## src/sv/ycrgb_pkg.sv

```systemverilog
package ycrgb_pkg;

    // Field widths of the stream words.
    localparam int unsigned SUM_W    = 32;
    localparam int unsigned TERM_W   = 64;
    localparam int unsigned BYTE_W   = 8;
    localparam int unsigned IN_FIELDS = 10;
    localparam int unsigned IN_DATA_W = IN_FIELDS * SUM_W;
    localparam int unsigned OUT_DATA_W = 3 * BYTE_W;
    localparam int unsigned CFG_IDX_W = 3;

    // Bit offsets of the sums inside s_tdata, lowest field first.
    localparam int unsigned LUMA_RED_LSB   = 0 * SUM_W;
    localparam int unsigned LUMA_GREEN_LSB = 1 * SUM_W;
    localparam int unsigned LUMA_BLUE_LSB  = 2 * SUM_W;
    localparam int unsigned CR_FIRST_LSB   = 3 * SUM_W;
    localparam int unsigned CR_SECOND_LSB  = 4 * SUM_W;
    localparam int unsigned CR_THIRD_LSB   = 5 * SUM_W;
    localparam int unsigned CB_FIRST_LSB   = 6 * SUM_W;
    localparam int unsigned CB_SECOND_LSB  = 7 * SUM_W;
    localparam int unsigned CB_THIRD_LSB   = 8 * SUM_W;
    localparam int unsigned CB_LEAD_LSB    = 9 * SUM_W;

    // Channel offsets in Q32: integer part in the high word.
    localparam logic [TERM_W-1:0] BLUE_OFFSET  = {32'd220, 32'd687194767};
    localparam logic [TERM_W-1:0] GREEN_OFFSET = {32'd135, 32'd1974997761};
    localparam logic [TERM_W-1:0] RED_OFFSET   = {32'd179, 32'd1958505087};
    localparam logic [SUM_W-1:0]  CHAN_MAX     = 32'd255;

    typedef enum logic [CFG_IDX_W-1:0] {
        REG_LUMA_SCALE    = 3'd0,
        REG_CB_BLUE_GAIN  = 3'd1,
        REG_CB_GREEN_GAIN = 3'd2,
        REG_CR_GREEN_GAIN = 3'd3,
        REG_CR_RED_GAIN   = 3'd4
    } cfg_index_t;

    typedef struct packed {
        logic [SUM_W-1:0] luma_scale;
        logic [SUM_W-1:0] cb_blue_gain;
        logic [SUM_W-1:0] cb_green_gain;
        logic [SUM_W-1:0] cr_green_gain;
        logic [SUM_W-1:0] cr_red_gain;
    } cfg_t;

    // Round the signed high word up when low-word bit 31 is set, then clamp.
    // A high word that wraps negative on rounding clamps to zero.
    function automatic logic [BYTE_W-1:0] round_clamp(input logic [TERM_W-1:0] t);
        logic [SUM_W-1:0] h;
        h = t[TERM_W-1:SUM_W] + {{(SUM_W-1){1'b0}}, t[SUM_W-1]};
        if (h <= CHAN_MAX) begin
            return h[BYTE_W-1:0];
        end else if (h[SUM_W-1]) begin
            return {BYTE_W{1'b0}};
        end else begin
            return CHAN_MAX[BYTE_W-1:0];
        end
    endfunction

endpackage

```

## src/sv/ycrgb_cfg.sv

```systemverilog
module ycrgb_cfg
    import ycrgb_pkg::*;
(
    input  logic                 aclk,
    input  logic                 aresetn,
    input  logic                 cfg_wr_en,
    input  logic [CFG_IDX_W-1:0] cfg_index,
    input  logic [SUM_W-1:0]     cfg_wdata,
    output cfg_t                 cfg
);

    cfg_t cfg_reg;
    cfg_t cfg_next;

    // Indexes past the last register are dropped.
    always_comb begin
        cfg_next = cfg_reg;
        if (cfg_wr_en) begin
            case (cfg_index_t'(cfg_index))
                REG_LUMA_SCALE:    cfg_next.luma_scale    = cfg_wdata;
                REG_CB_BLUE_GAIN:  cfg_next.cb_blue_gain  = cfg_wdata;
                REG_CB_GREEN_GAIN: cfg_next.cb_green_gain = cfg_wdata;
                REG_CR_GREEN_GAIN: cfg_next.cr_green_gain = cfg_wdata;
                REG_CR_RED_GAIN:   cfg_next.cr_red_gain   = cfg_wdata;
                default:           cfg_next = cfg_reg;
            endcase
        end
    end

    always_ff @(posedge aclk) begin
        if (!aresetn) begin
            cfg_reg <= '0;
        end else begin
            cfg_reg <= cfg_next;
        end
    end

    assign cfg = cfg_reg;

endmodule
```

## config.mk

```make
export PLATFORM = sky130hd
export DESIGN_NAME = ycrgb_cfg
export DESIGN_NICKNAME = d
export VERILOG_FILES = /design/src/sv/ycrgb_pkg.sv /design/src/sv/ycrgb_cfg.sv
export SDC_FILE = /design/constraint.sdc
export NUM_CORES = 1
export LEC_CHECK = 0
export BUFFER_PORTS_ARGS = -buffer_cell sky130_fd_sc_hd__buf_4
export CAP_MARGIN = 15
export CORE_MARGIN = 5
export CORE_UTILIZATION = 25
export DETAILED_ROUTE_END_ITERATION = 12
export PLACE_DENSITY = 0.5
export SLEW_MARGIN = 30
export SYNTH_ARGS = -nofsm -noshare
export SYNTH_HDL_FRONTEND = slang
export SYNTH_SLANG_ARGS = --single-unit
```

## constraint.sdc

```tcl
create_clock -name aclk -period 0.9 [get_ports aclk]
set_input_delay 0.045 -clock aclk [delete_from_list [all_inputs] [get_ports aclk]]
set_output_delay 0.045 -clock aclk [all_outputs]
set_load 0.05 [all_outputs]
```

==> flow_metrics.tcl, run 1 <==
set metrics [dict create \
    grt_pass1_vias 4952 \
    antenna_left 0 \
    yosysWarnings 0 \
    die_area_mm2 0.0264 \
    grt_pass1_wl_mm 28.7 \
    clkSinkCount 160 \
    die_w_um 163 \
    drt-initial-drc-count 171 \
    cp.depth 1 \
    min_from "cfg_wdata[0]" \
    tritoncts "yes" \
    hold_depth 3 \
    reg2reg_depth 4 \
    gpl.final_weighted_congestion 0.691 \
    fp.coreArea_mm2 0.0228 \
    whs_endpoint "cfg[0]" \
    areaGrowthSynthToFinish_pct 75.7 \
    synthDistinctLibCells 11 \
    avgViaCountPerCell 4.16 \
    power.leakage_nw 4.90 \
    finalSetupViolations 160 \
    r2r-end "cfg[1]" \
    timing.final.ws_setup_ns -0.0803 \
    maxCapViolCount 0 \
    cell_internal_pwr_w 0.0126 \
    initial_utilization 0.255 \
    ctsHtreeMaxLevel 4 \
    placed_area_mm2 0.00789 \
    worst-setup-path-type "reg2out" \
    ys_seq_area_frac 0.551 \
    hp-class "in2reg" \
    worst_setup_path_end_kind "primary output" \
    drive_above_1_share 0.553 \
    synth_most_common_cell "nand2_1" \
    overflow 0 \
    diodes 0 \
    final_area_mm2 0.0102 \
    boundaryPins 198 \
    track_usage 0.139 \
    wl_per_cell_um 16.2 \
    postSynthAreaPerCell_um2 10.5 \
    swShare 0.260 \
    antenna_found_initial 0 \
    finalMaxSlewViolations 0 \
    post-route-util 0.448 \
    hold_violations 0 \
    synth_edf_count 0 \
    largest_register_ff_count 160 \
    synth_top_area_cell "dfxtp_1" \
    peakVddDrop_uv 1010 \
    min_period_ns 0.980 \
    power.net_switching_w 0.00444 \
    combPwrFrac 0.117 \
    tightest_slew_ns 0.269 \
    status "finished with violations" \
    stdcell_count 1130 \
    worstPathRequired_ns 0.85 \
    ys_ff_latch 160 \
    syn_inst 556 \
    clk_latency_ns 0.42 \
    n_fill_cell 2101 \
    cp_num_buf_inv 1 \
    arrival_ns 0.94 \
    rsz0062_at_grt "true" \
    dr.pass1.iters 4 \
    r2r_slack_ns 0.08 \
    die_y_um 163 \
    vias 4704 \
    grt_max_degree 36 \
    drt_wl_total_mm 18.3 \
    placementRows 55 \
    max_freq_ghz 1.02 \
    drc_errors 0 \
    crit_family "flip-flops" \
    cts_buffer_depth 2 \
    r2r_start "cfg[1]" \
    synth_common_cells "nand2_1, dfxtp_1, mux2i_1, clkbuf_1, buf_4" \
    slowest_stage "dfxtp_2" \
    relSlewSlack 0.821 \
    cts_root_buffer "clkbuf_16" \
    syn_area_mm2 0.00581 \
    ys.flop_type "dfxtp_1" \
    placedCellCount 1060 \
    syn-num-nets 594 \
    violations "setup timing" \
    yosysTopAreaCellShare 0.551 \
    fin_nets 843 \
    cts_made_buffers 17 \
    cp-start-kind "flip-flop" \
    period_share 1.09 \
    powerDensity_mw_per_mm2 1670 \
    dpl.hpwl_mm 12.6 \
    crit_path_max_incr_delay_ns 0.36 \
    port_buffers 197 \
    worstPathMaxFanout 2 \
    clk_pin_slew_ns 0.07 \
    finalPower_w 0.0171 \
    pwr-share-seq 0.434 \
    clock_skew_ns 0 \
    clkPwrFrac 0.449 \
    async_reset_ff_frac 0 \
    path_cells "buf_8" \
    synth.area.top_cells "dfxtp_1, mux2i_1, nand2_1" \
]
## layout by cell type (no fill, tap or decap)
cell type | Yosys | layout
buf_6 | 3 | 6
nor4b_4 | 1 | 1
buf_4 | 12 | 86
clkbuf_16 | 0 | 17
clkbuf_8 | 0 | 1
nand2_1 | 192 | 192
dfxtp_4 | 0 | 2
buf_12 | 0 | 10
nand4bb_4 | 0 | 3
clkinvlp_4 | 0 | 3
buf_8 | 0 | 155
dlygate4sd3_1 | 0 | 12
bufinv_16 | 0 | 3
inv_6 | 0 | 4
mux2i_1 | 160 | 160
dfxtp_2 | 0 | 158
inv_8 | 0 | 1
clkinv_4 | 0 | 2
nand4b_1 | 1 | 1
## cells by family after synthesis
family	synth area share
AND/OR/NAND/NOR	0.135
multiplexers	0.275
flip-flops	0.551
buffers and inverters	0.0383
## power by group through the flow
stage	clock, W	sequential [W]	combinational, W
after floorplan	0	0.00801	0.000486
after global placement	0	0.00749	0.00173
after detailed placement	0	0.00749	0.00173
after CTS	0.00785	0.00741	0.00200
after global routing	0.00817	0.00742	0.00211
final	0.00766	0.00741	0.00199
## metal layers
| metal | part of all wire | track usage | wire length (µm) |
|---|---|---|---|
| met1 | 0.43 | 0.171 | 7920 |
| met2 | 0.48 | 0.230 | 8850 |
| met3 | 0.073 | 0.0511 | 1340 |
| met4 | 0.010 | 0.0392 | 182 |
| met5 | 0 | 0 | 0 |
## what timing repair did
item                       CTS  global route
hold endpoints to repair    47             0
setup endpoints to repair  160           160
gates resized for setup    471             6
setup buffers               14            13
hold buffers                12             0
pin swaps                    0             0
## worst max-delay path by stage
stage / start / to
6_report: cfg[82] / cfg[82]
4_1_cts: cfg[82] / cfg[82]
3_5_place_dp: cfg_index[1] / cfg[139]
2_1_floorplan: cfg_index[0] / cfg[128]
5_1_grt: cfg[143] / cfg[143]
3_3_place_gp: cfg_index[1] / cfg[135]
## layout make-up
| type | count | area (µm²) | area share |
|---|---|---|---|
| sequential | 160 | 3410 | 0.334 |
| timing repair buffer | 269 | 3360 | 0.329 |
| multi-input combinational | 357 | 2440 | 0.239 |
| clock buffer | 18 | 439 | 0.0430 |
| tap | 313 | 392 | 0.0383 |
| clock inverter | 13 | 176 | 0.0173 |
## per-stage QoR
stage          setup WS (ns)  TNS (ns)  hold WS, ns
3_5_place_dp          -0.219    -23.70        0.415
3_3_place_gp          -0.191    -22.40        0.415
5_1_grt               -0.124    -16.35       0.0301
2_1_floorplan        -0.0333    -0.998        0.249
6_report             -0.0803     -9.03       0.0114
4_1_cts               -0.109    -14.06      0.00313
Note: power is estimated with default switching activity, not from simulation.
==> inputs of run 2 (changes only) <==
--- a/config.mk
+++ b/config.mk
@@ -5,12 +5,13 @@
 export SDC_FILE = /design/constraint.sdc
 export NUM_CORES = 1
 export LEC_CHECK = 0
+export ABC_AREA = 1
 export BUFFER_PORTS_ARGS = -buffer_cell sky130_fd_sc_hd__buf_4
 export CAP_MARGIN = 15
 export CORE_MARGIN = 5
 export CORE_UTILIZATION = 25
 export DETAILED_ROUTE_END_ITERATION = 12
-export PLACE_DENSITY = 0.5
+export SETUP_SLACK_MARGIN = 0.4
 export SLEW_MARGIN = 30
 export SYNTH_ARGS = -nofsm -noshare
 export SYNTH_HDL_FRONTEND = slang
==> run 2 against run 1 <==
Compared with the run above:
- the run ends with hold timing, setup timing left
- combinational power rose by 97%
- synthesized cell count grew 65%
- critical path depth unchanged
- sequential share of layout area decreased by 4.2 points
- critical path type unchanged
==> flow_metrics.tcl, run 2 <==
set metrics [dict create \
    status "finished with violations" \
    violations "hold timing, setup timing" \
    ys.flop_type "dfxtp_1" \
    power.leakage_nw 5.28 \
    port_buffers 197 \
    arrival_ns 0.95 \
    die_y_um 169 \
    synth-compound-area-share 0 \
    syn-num-nets 956 \
    die_w_um 169 \
    n_fill_cell 2258 \
    fp.coreArea_mm2 0.0250 \
    cp-start-kind "flip-flop" \
    dpl.hpwl_mm 16.4 \
    overflow 0 \
    worstPathMaxFanout 2 \
    worstPathRequired_ns 0.85 \
    postSynthAreaPerCell_um2 6.89 \
    areaGrowthSynthToFinish_pct 106 \
    final_cell_mix "nor2_1, dfxtp_4, nand2_1, nand3_2, buf_8" \
    ctsHtreeMaxLevel 4 \
    placementRows 58 \
    regArea_mm2 0.00380 \
    cts_buffer_depth 2 \
    path_cells "buf_8" \
    rsz0062_at_grt "true" \
    setup_tns_ns -11.44 \
    swShare 0.302 \
    hold_violations 2 \
    synth_edf_count 0 \
    synth_most_common_cell "nor2_1" \
    hp-class "in2reg" \
    clkPwrFrac 0.418 \
    cts_root_buffer "clkbuf_16" \
    grt_max_degree 44 \
    yosysTopAreaCellShare 0.507 \
    worst_setup_path_end_kind "primary output" \
    slowest_stage "dfxtp_4" \
    synthXorXnorAreaFrac 0 \
    finalPower_w 0.0193 \
    vias 6565 \
    finalMaxSlewViolations 0 \
    powerDensity_mw_per_mm2 1480 \
    clk_pin_slew_ns 0.07 \
    largest_register_ff_count 160 \
    synth.area.mux_share 0 \
    dpl_worst_slack_ns -0.143 \
    worst-setup-path-type "reg2out" \
    drive_above_1_share 0.668 \
    syn_inst 918 \
    multi_input_area_mm2 0.00396 \
    boundaryPins 198 \
    synth_common_cells "nor2_1, nand2_1, dfxtp_1, nand3_1, buf_2" \
    die_area_mm2 0.0286 \
    grt_pass1_wl_mm 37.3 \
    synth.area.top_cells "dfxtp_1, nor2_1, nand3_1" \
    finalSetupViolations 160 \
    clkSinkCount 160 \
    maxCapViolCount 0 \
    gpl.final_weighted_congestion 0.811 \
    whs_ns -0.0688 \
    cp_num_buf_inv 1 \
    relSlewSlack 0.751 \
    fin_nets 1180 \
    max_freq_ghz 1.01 \
    combPwrFrac 0.203 \
    period_share 1.10 \
    yosys.area_share.simple 0.423 \
    track_usage 0.165 \
    avgViaCountPerCell 4.42 \
    syn_area_mm2 0.00632 \
    cts_made_buffers 17 \
    yosysWarnings 0 \
    clk_latency_ns 0.42 \
    diodes 0 \
    power.net_switching_w 0.00583 \
    async_reset_ff_frac 0 \
    synth_top_family_by_area "simple AND/OR/NAND/NOR gates" \
    synth_adder_area_share 0 \
    final_area_mm2 0.0130 \
    r2r_slack_ns 0.21 \
    tightest_slew_ns 0.374 \
    wl_per_cell_um 16.4 \
    dr.pass1.iters 4 \
    crit_family "flip-flops" \
    grt_pass1_vias 6514 \
    tritoncts "yes" \
    cell_internal_pwr_w 0.0135 \
    clock_skew_ns 0 \
    placed_area_mm2 0.0101 \
    synth_top_area_cell "dfxtp_1" \
    ys_seq_area_frac 0.507 \
    drt-initial-drc-count 356 \
    antenna_left 0 \
    min_period_ns 0.994 \
    initial_utilization 0.253 \
    drc_errors 0 \
    drt_wl_total_mm 24.4 \
    mostFrequentLayoutCell "nor2_1" \
    pwr-share-seq 0.379 \
    antenna_found_initial 0 \
    timing.final.ws_setup_ns -0.0945 \
    ys_ff_latch 160 \
    peakVddDrop_uv 1120 \
    synthDistinctLibCells 10 \
    crit_path_max_incr_delay_ns 0.37 \
]
run 2: power groups by stage:
stage / Clock [W] / Sequential [W] / Combinational, W
global placement: 0 / 0.00734 / 0.00315
detailed placement: 0 / 0.00734 / 0.00317
global route: 0.00860 / 0.00735 / 0.00416
CTS: 0.00825 / 0.00728 / 0.00366
finish: 0.00806 / 0.00731 / 0.00392
floorplan: 0 / 0.00819 / 0.00132
run 2: timing repair:
action / CTS / global route
gates resized for setup: 357 / 166
setup buffers: 6 / 13
cloned: 6 / 6
setup endpoints to repair: 320 / 320
hold endpoints to repair: 2 / 2
pin swaps: 271 / 30
run 2: worst paths after layout:
kind	start	end	depth (start not counted)
max	cfg[89]	cfg[89]	1
min	aresetn	cfg[31]	3
max reg2reg	cfg[27]	cfg[27]	3
min reg2reg	cfg[7]	cfg[7]	2
run 2: cells by family (layout without fill, tap and decap cells):
family	count (synthesis)	after routing
buffers and inverters	103	340
flip-flops	160	160
AND/OR/NAND/NOR	655	655
run 2: layout make-up:
type / instances / share of cell area
Sequential cell: 160 / 0.292
Timing Repair Buffer: 270 / 0.310
Tap cell: 330 / 0.0317
Inverter: 38 / 0.0125
Clock inverter: 15 / 0.0170
Multi-Input combinational cell: 655 / 0.304
Clock buffer: 17 / 0.0326
run 2: layer usage:
| layer | share of wire | GRT usage | up-vias |
|---|---|---|---|
| met4 | 0.013 | 0.0385 | 0 |
| met5 | 0 | 0 | - |
| met2 | 0.48 | 0.278 | 157 |
| met1 | 0.44 | 0.210 | 3070 |
| met3 | 0.058 | 0.0481 | 19 |
| li1 | - | - | 3319 |
run 2: stage by stage:
stage	utilization	instances
5_1_grt	0.521	1485
4_1_cts	0.489	1466
3_3_place_gp	0.402	1422
6_report	0.521	1485
2_1_floorplan	-	918
3_5_place_dp	0.402	1422
